==> src/rtl/nrbd_pkg.sv <==
// Shared types, constants and helpers of the nibble rectangle blit decomposer.
package nrbd_pkg;

   // Field widths of the request and of one blit command
   localparam int X_W     = 10;
   localparam int Y_W     = 8;
   localparam int PEN_W   = 4;
   localparam int ADDR_W  = 19;
   localparam int WIDTH_W = 9;
   localparam int ROWS_W  = 8;
   localparam int VALUE_W = 8;
   localparam int PROD_W  = Y_W + WIDTH_W;

   // Configuration register widths and reset values
   localparam int                  PEN_MAP_W    = 64;
   localparam int                  CSR_INDEX_W  = 2;
   localparam logic [WIDTH_W-1:0]  STRIDE_RESET = 9'd320;

   // Default screen size
   localparam int SCREEN_WIDTH_DEF  = 640;
   localparam int SCREEN_HEIGHT_DEF = 240;

   // Command list depth
   localparam int MAX_CMDS  = 5;
   localparam int CMD_CNT_W = $clog2(MAX_CMDS + 1);
   localparam int CMD_IDX_W = $clog2(MAX_CMDS);

   // Nibble masks
   localparam logic [VALUE_W-1:0] MASK_HI  = 8'hF0;
   localparam logic [VALUE_W-1:0] MASK_LO  = 8'h0F;
   localparam logic [VALUE_W-1:0] MASK_ALL = 8'hFF;

   typedef enum logic [1:0] {
      OP_FILL = 2'd0,
      OP_AND  = 2'd1,
      OP_OR   = 2'd2,
      OP_XOR  = 2'd3
   } op_type;

   typedef enum logic [CSR_INDEX_W-1:0] {
      CSR_PEN_MAP     = 2'd0,
      CSR_SCREEN_BASE = 2'd1,
      CSR_ROW_STRIDE  = 2'd2
   } csr_index_type;

   // One blit command without its row count
   typedef struct packed {
      op_type               op;
      logic [ADDR_W-1:0]    address;
      logic [WIDTH_W-1:0]   width_bytes;
      logic [VALUE_W-1:0]   value;
   } cmd_type;

   // Rectangle after saturation, row multiply and pen lookup
   typedef struct packed {
      logic                 kind;
      logic                 empty;
      logic [X_W-1:0]       x1;
      logic [X_W-1:0]       x2;
      logic [PROD_W-1:0]    row_off;
      logic [ROWS_W-1:0]    rows;
      logic [PEN_W-1:0]     colour;
   } stage_type;

   // Full command list of one rectangle
   typedef struct packed {
      cmd_type [MAX_CMDS-1:0] cmds;
      logic [CMD_CNT_W-1:0]   count;
      logic [ROWS_W-1:0]      rows;
   } plan_type;

   function automatic cmd_type make_cmd(op_type op, logic [ADDR_W-1:0] address,
                                        logic [WIDTH_W-1:0] width_bytes,
                                        logic [VALUE_W-1:0] value);
      cmd_type c;
      c.op          = op;
      c.address     = address;
      c.width_bytes = width_bytes;
      c.value       = value;
      return c;
   endfunction

endpackage

==> src/rtl/nrbd_build.sv <==
// Command list builder: turns one prepared rectangle into up to five blit commands.
module nrbd_build
   import nrbd_pkg::*;
(
   input  stage_type          stage,
   input  logic [ADDR_W-1:0]  screen_base,
   output plan_type           plan
);

   logic [WIDTH_W-1:0]   bl;
   logic [WIDTH_W-1:0]   br;
   logic                 odd_l;
   logic                 even_r;
   logic [VALUE_W-1:0]   colour_byte;
   logic [ADDR_W-1:0]    row_addr;
   logic [ADDR_W-1:0]    addr_bl;
   logic [ADDR_W-1:0]    addr_br;
   logic [WIDTH_W:0]     bl_run;
   logic [WIDTH_W-1:0]   br_run;
   logic                 run_ok;
   logic [WIDTH_W-1:0]   run_width;
   logic [ADDR_W-1:0]    addr_run;

   // Byte columns, edge parity and addresses
   always_comb begin
      bl          = stage.x1[X_W-1:1];
      br          = stage.x2[X_W-1:1];
      odd_l       = stage.x1[0];
      even_r      = !stage.x2[0];
      colour_byte = {stage.colour, stage.colour};
      row_addr    = screen_base + ADDR_W'(stage.row_off);
      addr_bl     = row_addr + ADDR_W'(bl);
      addr_br     = row_addr + ADDR_W'(br);
      // run of whole bytes once partial edge bytes are peeled off
      bl_run      = {1'b0, bl} + (WIDTH_W+1)'(odd_l);
      br_run      = br - WIDTH_W'(even_r);
      run_ok      = {1'b0, br_run} >= bl_run;
      run_width   = br_run - bl_run[WIDTH_W-1:0] + WIDTH_W'(1);
      addr_run    = row_addr + ADDR_W'(bl_run[WIDTH_W-1:0]);
   end

   // Append commands in emission order
   always_comb begin
      logic [CMD_CNT_W-1:0] n;
      logic [VALUE_W-1:0]   xmask;
      n         = '0;
      xmask     = MASK_ALL;
      plan.cmds = '0;
      plan.rows = stage.rows;
      if (stage.empty) begin
         n = '0;
      end else if (!stage.kind) begin
         if (bl == br) begin
            if (!odd_l && !even_r) begin
               plan.cmds[0] = make_cmd(OP_FILL, addr_bl, WIDTH_W'(1), colour_byte);
               n = CMD_CNT_W'(1);
            end else if (odd_l) begin
               plan.cmds[0] = make_cmd(OP_AND, addr_bl, WIDTH_W'(1), MASK_HI);
               plan.cmds[1] = make_cmd(OP_OR, addr_bl, WIDTH_W'(1), colour_byte & MASK_LO);
               n = CMD_CNT_W'(2);
            end else begin
               plan.cmds[0] = make_cmd(OP_AND, addr_bl, WIDTH_W'(1), MASK_LO);
               plan.cmds[1] = make_cmd(OP_OR, addr_bl, WIDTH_W'(1), colour_byte & MASK_HI);
               n = CMD_CNT_W'(2);
            end
         end else begin
            if (odd_l) begin
               plan.cmds[n[CMD_IDX_W-1:0]] =
                  make_cmd(OP_AND, addr_bl, WIDTH_W'(1), MASK_HI);
               n = n + CMD_CNT_W'(1);
               plan.cmds[n[CMD_IDX_W-1:0]] =
                  make_cmd(OP_OR, addr_bl, WIDTH_W'(1), colour_byte & MASK_LO);
               n = n + CMD_CNT_W'(1);
            end
            if (even_r) begin
               plan.cmds[n[CMD_IDX_W-1:0]] =
                  make_cmd(OP_AND, addr_br, WIDTH_W'(1), MASK_LO);
               n = n + CMD_CNT_W'(1);
               plan.cmds[n[CMD_IDX_W-1:0]] =
                  make_cmd(OP_OR, addr_br, WIDTH_W'(1), colour_byte & MASK_HI);
               n = n + CMD_CNT_W'(1);
            end
            if (run_ok) begin
               plan.cmds[n[CMD_IDX_W-1:0]] =
                  make_cmd(OP_FILL, addr_run, run_width, colour_byte);
               n = n + CMD_CNT_W'(1);
            end
         end
      end else begin
         if (bl == br) begin
            if (odd_l) begin
               xmask = MASK_LO;
            end else if (even_r) begin
               xmask = MASK_HI;
            end
            plan.cmds[0] = make_cmd(OP_XOR, addr_bl, WIDTH_W'(1), xmask);
            n = CMD_CNT_W'(1);
         end else begin
            if (odd_l) begin
               plan.cmds[n[CMD_IDX_W-1:0]] = make_cmd(OP_XOR, addr_bl, WIDTH_W'(1), MASK_LO);
               n = n + CMD_CNT_W'(1);
            end
            if (even_r) begin
               plan.cmds[n[CMD_IDX_W-1:0]] = make_cmd(OP_XOR, addr_br, WIDTH_W'(1), MASK_HI);
               n = n + CMD_CNT_W'(1);
            end
            if (run_ok) begin
               plan.cmds[n[CMD_IDX_W-1:0]] = make_cmd(OP_XOR, addr_run, run_width, MASK_ALL);
               n = n + CMD_CNT_W'(1);
            end
         end
      end
      plan.count = n;
   end

endmodule

==> src/rtl/nrbd_emit.sv <==
// Command list holder and output register: sends one blit command per transfer.
module nrbd_emit
   import nrbd_pkg::*;
(
   input  logic                clock,
   input  logic                reset,
   input  logic                plan_valid,
   input  plan_type            plan,
   output logic                plan_ready,
   output logic                rsp_tvalid,
   input  logic                rsp_tready,
   output logic [47:0]         rsp_tdata,  // address, width_bytes, rows, value, 4 zero bits
   output logic [1:0]          rsp_tuser,  // op
   output logic                rsp_tlast
);

   logic                  list_valid_ff, list_valid_in;
   plan_type              list_ff, list_in;
   logic [CMD_IDX_W-1:0]  idx_ff, idx_in;
   logic                  rsp_valid_ff, rsp_valid_in;
   cmd_type               rsp_cmd_ff, rsp_cmd_in;
   logic [ROWS_W-1:0]     rsp_rows_ff, rsp_rows_in;
   logic                  rsp_last_ff, rsp_last_in;

   logic                  out_free;
   logic                  take;
   logic                  is_final;
   logic                  load;

   // Advance the list one command per free output slot
   always_comb begin
      out_free   = !rsp_valid_ff || rsp_tready;
      take       = list_valid_ff && out_free;
      is_final   = CMD_CNT_W'(idx_ff) == list_ff.count - CMD_CNT_W'(1);
      plan_ready = !list_valid_ff || (take && is_final);
      load       = plan_valid && plan_ready && (plan.count != '0);

      list_valid_in = list_valid_ff;
      list_in       = list_ff;
      idx_in        = idx_ff;
      if (load) begin
         list_valid_in = 1'b1;
         list_in       = plan;
         idx_in        = '0;
      end else if (take && is_final) begin
         list_valid_in = 1'b0;
      end else if (take) begin
         idx_in = idx_ff + CMD_IDX_W'(1);
      end

      rsp_valid_in = rsp_valid_ff;
      rsp_cmd_in   = rsp_cmd_ff;
      rsp_rows_in  = rsp_rows_ff;
      rsp_last_in  = rsp_last_ff;
      if (take) begin
         rsp_valid_in = 1'b1;
         rsp_cmd_in   = list_ff.cmds[idx_ff];
         rsp_rows_in  = list_ff.rows;
         rsp_last_in  = is_final;
      end else if (rsp_tready) begin
         rsp_valid_in = 1'b0;
      end
   end

   // Control registers
   always_ff @(posedge clock) begin
      if (reset) begin
         list_valid_ff <= 1'b0;
         rsp_valid_ff  <= 1'b0;
         idx_ff        <= '0;
      end else begin
         list_valid_ff <= list_valid_in;
         rsp_valid_ff  <= rsp_valid_in;
         idx_ff        <= idx_in;
      end
   end

   // Payload registers
   always_ff @(posedge clock) begin
      list_ff     <= list_in;
      rsp_cmd_ff  <= rsp_cmd_in;
      rsp_rows_ff <= rsp_rows_in;
      rsp_last_ff <= rsp_last_in;
   end

   assign rsp_tvalid = rsp_valid_ff;
   assign rsp_tdata  = {4'b0, rsp_cmd_ff.value, rsp_rows_ff, rsp_cmd_ff.width_bytes,
                        rsp_cmd_ff.address};
   assign rsp_tuser  = rsp_cmd_ff.op;
   assign rsp_tlast  = rsp_last_ff;

   // A held list always points at a command it owns
   assert property (@(posedge clock) disable iff (reset)
      list_valid_ff |-> (CMD_CNT_W'(idx_ff) < list_ff.count) &&
                        (list_ff.count <= CMD_CNT_W'(MAX_CMDS)))
      else $error("command index outside held list");

   // An AND mask is never the final command of a rectangle
   assert property (@(posedge clock) disable iff (reset)
      rsp_valid_ff && (rsp_cmd_ff.op == OP_AND) |-> !rsp_last_ff)
      else $error("AND command marked last");

   // The OR that completes a nibble follows its AND straight away
   assert property (@(posedge clock) disable iff (reset)
      rsp_valid_ff && rsp_tready && (rsp_cmd_ff.op == OP_AND)
      |=> rsp_valid_ff && (rsp_cmd_ff.op == OP_OR))
      else $error("AND not followed by OR");

   // Only fill and XOR commands span more than one byte
   assert property (@(posedge clock) disable iff (reset)
      rsp_valid_ff && (rsp_cmd_ff.width_bytes != WIDTH_W'(1))
      |-> (rsp_cmd_ff.op == OP_FILL) || (rsp_cmd_ff.op == OP_XOR))
      else $error("partial-byte command wider than one byte");

endmodule

==> src/rtl/nibble_rect_blit_decomposer_top.sv <==
// Top level of the nibble rectangle blit decomposer: request stages and register file.
// A rectangle passes through the input stage, the prepared stage and the command list holder
// before its first command is registered on the output. Each rectangle yields 0 to 5 commands,
// and the single result channel sends one command per transfer.
// Reset clears all stages and sets pen_map and screen_base to 0, row_stride to 320.
module nibble_rect_blit_decomposer_top
   import nrbd_pkg::*;
#(
   parameter int SCREEN_WIDTH  = SCREEN_WIDTH_DEF,
   parameter int SCREEN_HEIGHT = SCREEN_HEIGHT_DEF
)
(
   input  logic                    clock,
   input  logic                    reset,
   input  logic                    req_tvalid,
   output logic                    req_tready,
   input  logic [39:0]             req_tdata,  // left_x, top_y, right_x, bottom_y, pen
   input  logic                    req_tuser,  // kind
   output logic                    rsp_tvalid,
   input  logic                    rsp_tready,
   output logic [47:0]             rsp_tdata,  // address, width_bytes, rows, value, 4 zero bits
   output logic [1:0]              rsp_tuser,  // op
   output logic                    rsp_tlast,
   input  logic                    csr_valid,
   output logic                    csr_ready,
   input  logic [CSR_INDEX_W-1:0]  csr_index,
   input  logic [PEN_MAP_W-1:0]    csr_wdata
);

   localparam int XMAX = SCREEN_WIDTH - 1;
   localparam int YMAX = SCREEN_HEIGHT - 1;

   // Configuration registers
   logic [PEN_MAP_W-1:0]  pen_map_ff;
   logic [ADDR_W-1:0]     screen_base_ff;
   logic [WIDTH_W-1:0]    row_stride_ff;

   // Input stage
   logic                  s1_valid_ff, s1_valid_in;
   logic                  s1_kind_ff;
   logic [X_W-1:0]        s1_left_x_ff;
   logic [Y_W-1:0]        s1_top_y_ff;
   logic [X_W-1:0]        s1_right_x_ff;
   logic [Y_W-1:0]        s1_bottom_y_ff;
   logic [PEN_W-1:0]      s1_pen_ff;

   // Prepared stage
   logic                  s2_valid_ff, s2_valid_in;
   stage_type             s2_ff, s2_in;

   logic                  s1_ready;
   logic                  s2_ready;
   logic                  req_take;
   logic                  s1_move;
   logic                  plan_ready;
   plan_type              plan;
   logic [X_W-1:0]        x1_sat;
   logic [X_W-1:0]        x2_sat;
   logic [Y_W-1:0]        y1_sat;
   logic [Y_W-1:0]        y2_sat;

   // Register writes
   assign csr_ready = 1'b1;

   always_ff @(posedge clock) begin
      if (reset) begin
         pen_map_ff     <= '0;
         screen_base_ff <= '0;
         row_stride_ff  <= STRIDE_RESET;
      end else if (csr_valid && csr_ready) begin
         case (csr_index)
            CSR_PEN_MAP:     pen_map_ff     <= csr_wdata;
            CSR_SCREEN_BASE: screen_base_ff <= csr_wdata[ADDR_W-1:0];
            CSR_ROW_STRIDE:  row_stride_ff  <= csr_wdata[WIDTH_W-1:0];
            default: ;
         endcase
      end
   end

   // Stage handshakes
   always_comb begin
      s2_ready    = !s2_valid_ff || plan_ready;
      s1_ready    = !s1_valid_ff || s2_ready;
      req_tready  = s1_ready;
      req_take    = req_tvalid && s1_ready;
      s1_move     = s1_valid_ff && s2_ready;
      s1_valid_in = req_take || (s1_valid_ff && !s2_ready);
      s2_valid_in = s1_move || (s2_valid_ff && !plan_ready);
   end

   // Saturate to the screen, multiply the row and look up the pen
   always_comb begin
      x1_sat = (32'(s1_left_x_ff) > XMAX) ? X_W'(XMAX) : s1_left_x_ff;
      x2_sat = (32'(s1_right_x_ff) > XMAX) ? X_W'(XMAX) : s1_right_x_ff;
      y1_sat = (32'(s1_top_y_ff) > YMAX) ? Y_W'(YMAX) : s1_top_y_ff;
      y2_sat = (32'(s1_bottom_y_ff) > YMAX) ? Y_W'(YMAX) : s1_bottom_y_ff;

      s2_in.kind    = s1_kind_ff;
      s2_in.empty   = (x2_sat < x1_sat) || (y2_sat < y1_sat);
      s2_in.x1      = x1_sat;
      s2_in.x2      = x2_sat;
      s2_in.row_off = PROD_W'(y1_sat) * PROD_W'(row_stride_ff);
      s2_in.rows    = ROWS_W'(y2_sat - y1_sat + Y_W'(1));
      s2_in.colour  = pen_map_ff[{s1_pen_ff, 2'b00} +: PEN_W];
   end

   always_ff @(posedge clock) begin
      if (reset) begin
         s1_valid_ff <= 1'b0;
         s2_valid_ff <= 1'b0;
      end else begin
         s1_valid_ff <= s1_valid_in;
         s2_valid_ff <= s2_valid_in;
      end
   end

   // Hold request fields and prepared rectangle
   always_ff @(posedge clock) begin
      if (req_take) begin
         s1_kind_ff     <= req_tuser;
         s1_left_x_ff   <= req_tdata[9:0];
         s1_top_y_ff    <= req_tdata[17:10];
         s1_right_x_ff  <= req_tdata[27:18];
         s1_bottom_y_ff <= req_tdata[35:28];
         s1_pen_ff      <= req_tdata[39:36];
      end
      if (s1_move) begin
         s2_ff <= s2_in;
      end
   end

   nrbd_build u_build (
      .stage       (s2_ff),
      .screen_base (screen_base_ff),
      .plan        (plan)
   );

   nrbd_emit u_emit (
      .clock      (clock),
      .reset      (reset),
      .plan_valid (s2_valid_ff),
      .plan       (plan),
      .plan_ready (plan_ready),
      .rsp_tvalid (rsp_tvalid),
      .rsp_tready (rsp_tready),
      .rsp_tdata  (rsp_tdata),
      .rsp_tuser  (rsp_tuser),
      .rsp_tlast  (rsp_tlast)
   );

endmodule
==> config.mk <==
export PLATFORM = sky130hd
export DESIGN_NAME = nibble_rect_blit_decomposer_top
export DESIGN_NICKNAME = d
export VERILOG_FILES = /design/src/rtl/nrbd_pkg.sv /design/src/rtl/nrbd_build.sv /design/src/rtl/nrbd_emit.sv /design/src/rtl/nibble_rect_blit_decomposer_top.sv
export SDC_FILE = /design/constraint.sdc
export NUM_CORES = 1
export LEC_CHECK = 0
export BUFFER_PORTS_ARGS = -buffer_cell sky130_fd_sc_hd__buf_2
export CAP_MARGIN = 20
export CORE_ASPECT_RATIO = 0.7
export CORE_MARGIN = 5
export CORE_UTILIZATION = 60
export DETAILED_ROUTE_END_ITERATION = 8
export HOLD_SLACK_MARGIN = 0.1
export PLACE_DENSITY = 0.79
export SETUP_SLACK_MARGIN = 0.5
export SYNTH_ARGS = -nofsm -noshare
export SYNTH_HDL_FRONTEND = slang
export SYNTH_SLANG_ARGS = --single-unit
==> constraint.sdc <==
create_clock -name clock -period 36.9 [get_ports clock]
set_clock_uncertainty 0.1 [all_clocks]
set_input_delay 5.535 -clock clock [delete_from_list [all_inputs] [get_ports clock]]
set_output_delay 5.535 -clock clock [all_outputs]
set_load 0.01 [all_outputs]
==> qor.yml <==
status: "finished clean"
synthToLayoutAreaGrowth_pct: 11.1
synth_top_cell_area_share_pct: 40.1
diodes: 0
cts_sinks: 429
synth-seq-cells: 429
worstHoldEndpoint: "u_emit.rsp_rows_ff[2]$_DFFE_PP_"
route.layer.met1.wl_um: 26500
num_io_pins: 166
rsz0062_at_grt: "false"
fmax_mhz: 81.2
top_layer: "met4"
tns_ns: 0
wl_per_cell_um: 20.7
n_fill_cell: 3108
yosys.area_share.simple_pct: 14.2
synth_edf_count: 330
seq_area_sq_mm: 0.0119
crit_type: "in2out"
clk_latency_ns: 0.57
finalSetupViolCount: 0
start_kind: "primary input"
syn_avg_cell_area_sq_um: 10.5
r2r_slack_ns: 30.27
synth_adder_area_share_pct: 11.3
start_util_pct: 60.5
drive_gt1_share_pct: 14.0
routed_via_density: 6.09
path_cells: "buf_2 -> nor2b_1 -> o21a_1 -> nand3_1 -> buf_2"
grt_pass1_vias: 18500
ant_nets: 0
cp.required_ns: 31.27
hold_slack_ns: 0.320
io_buffers: 160
die_w_um: 252
antenna_found_initial: 0
yosys.cell_types.count: 88
cpLargestDelayFamily: "simple AND/OR/NAND/NOR gates"
hold_path_depth: 0
holdBufCountCts: 0
slew_headroom_pct: 21.0
hold_start: "u_emit.list_ff[2]$_DFFE_PP_"
yosysWarningCount: 0
synthFlopType: "edfxtp_1"
hpwl_um: 44800
hold_violations: 0
first_iter_violations: 2113
synth_compound_area_share_pct: 12.1
cp_common_cell: "buf_2"
post-place-ws_ns: 24.61
wl_met3_um: 6020
power_per_cell_area_mw_per_mm2: 43.9
dr.pass1.iters: 9
crit_buf_inv: 2
async_flop_share_pct: 0
seq_area_frac_synth_pct: 48.2
core_area_sq_mm: 0.0408
ctsHtreeMaxLevel: 2
num_rows: 62
worst_slew_pin_slew_ns: 1.17
netlist_top_cells_count: "edfxtp_1, nand2_1, inv_1, a21oi_1, nor2_1"
grt_util_all_layers_pct: 27.4
r2r-end: "s2_ff[28]$_DFFE_PP_"
synth_top_family_by_area: "simple AND/OR/NAND/NOR gates"
clk_pin_slew_worst_paths_ns: 0.06
fin_crit_sh_pct: 33.4
worst_ep_arrival_time_ns: 6.68
gp_congestion: 0.951
p_leak_nw: 10.9
crit_slowest_cell: "o21a_1"
cpPeakStageDelay_ns: 0.41
r2r_cells: 22
grt_pass1_wl_um: 99800
die_h_um: 180
drcViolationCount: 0
root_buffer: "clkbuf_16"
crit_fanout: 6
synth.most_common_cell: "edfxtp_1"
num_vias: 18500
syn_area_sq_mm: 0.0247
ys_top_cells_by_area: "edfxtp_1, dfxtp_1, ha_1, nand2_1, mux4_2"
grt_max_degree: 195
r2r-start: "s1_top_y_ff[7]$_DFFE_PP_"
multi_input_area_sq_mm: 0.0117
dr_wl_met2_um: 28700
fin_ws_ns: 24.58
drv_cap: 0
hp-class: "reg2reg"
routed_wl_um: 62900
irDropWorstVdd_uv: 39.4
cts_tree: "yes"
die-area_sq_mm: 0.0454
post_cts_resize_count: 0
global_route.overflow_total: 0
num-nets-final: 2765
cts_made_buffers: 42
muxShareOfSynthArea_pct: 5.51
syn_inst: 2346
min_period_ns: 12.32
synth_top_cell_by_area: "edfxtp_1"
slew_violations: 0
cts_buffer_depth: 3
cts_setup_buffers: 0
critPathCaptureType: "output pin"
synth_xor_area_share_pct: 3.79
==> cell families after synthesis <==
family / Yosys count
DFF: 429
xor gates and xnor gates: 106
muxes: 69
other: 2
AOI/OAI and AO/OA: 490
buffers and inverters: 307
adders and majority gates: 191
and+or+nand+nor: 752
==> sequential cells by signal, summed over array words and instances, names as in the netlist <==
name and cells:
s2_ff 51, u_emit.rsp_tlast 1, s1_pen_ff 4, s1_right_x_ff 10, pen_map_ff 64, u_emit.rsp_tuser 2
s1_left_x_ff 10, u_emit.rsp_tvalid 1, s1_top_y_ff 8, row_stride_ff 9, u_emit.list_valid_ff 1, screen_base_ff 19
s1_kind_ff 1, u_emit.rsp_rows_ff 8, s2_valid_ff 1, u_emit.idx_ff 3, u_emit.rsp_tdata 36, u_emit.list_ff 191
s1_valid_ff 1, s1_bottom_y_ff 8
==> metal layers <==
metal  track usage (%)  vias up
met1              39.8     8911
met3              5.14      169
met4              7.18        0
li1                  -     8506
met2              42.9      928
met5                 0        -
==> final cells by class <==
cell class	count	area share, %
sequential	429	43.4
clock inverter	18	0.685
tap	544	2.48
timing repair buffer	195	4.07
clock buffer	58	4.32
inverter	181	2.48
multi-input combinational	1613	42.6
==> how the worst max path moves through the flow <==
| stage | start | to | slack (ns) | cells past startpoint |
|---|---|---|---|---|
| after global placement | rsp_tready | req_tready | 24.67 | 5 |
| after global routing | rsp_tready | req_tready | 24.55 | 5 |
| final | rsp_tready | req_tready | 24.58 | 5 |
| after floorplan | rsp_tready | u_emit.list_ff[0]$_DFFE_PP_ | 22.21 | 3 |
| after CTS | rsp_tready | req_tready | 24.61 | 5 |
| after detailed placement | rsp_tready | req_tready | 24.61 | 5 |
==> metrics by stage <==
stage / instances / instance area (sq um) / power [mW] / util (%)
after global placement: 2959 / 26000 / 0.770 / 63.7
after CTS: 3036 / 27400 / 1.21 / 67.1
after global routing: 3038 / 27400 / 1.26 / 67.2
final: 3038 / 27400 / 1.20 / 67.2
after floorplan: 2349 / 24700 / 0.719 / -
after detailed placement: 2960 / 26000 / 0.780 / 63.7
==> power by group <==
group,internal [mW],switching [mW],total (mW)
clock network,0.242,0.188,0.430
registers,0.538,0.0102,0.549
logic,0.0846,0.142,0.226
total,0.865,0.340,1.20
==> layout by cell type, fill, tap and decap left out, types with 15 or more instances in the layout <==
master / n
o21a_1: 18
xnor2_1: 55
xor2_1: 50
mux4_2: 53
nor3_1: 34
nor2_1: 153
clkbuf_16: 45
and3_1: 23
nand2_1: 327
a21o_1: 25
inv_1: 181
buf_2: 160
o22ai_1: 46
ha_1: 137
o21ai_0: 116
a21oi_1: 175
nor2b_1: 24
dfxtp_1: 97
nand2b_1: 34
fa_1: 54
nand4_1: 15
and2_1: 64
buf_4: 32
a211oi_1: 18
edfxtp_1: 330
nand3_1: 30
(Power assumes the default switching activity.)
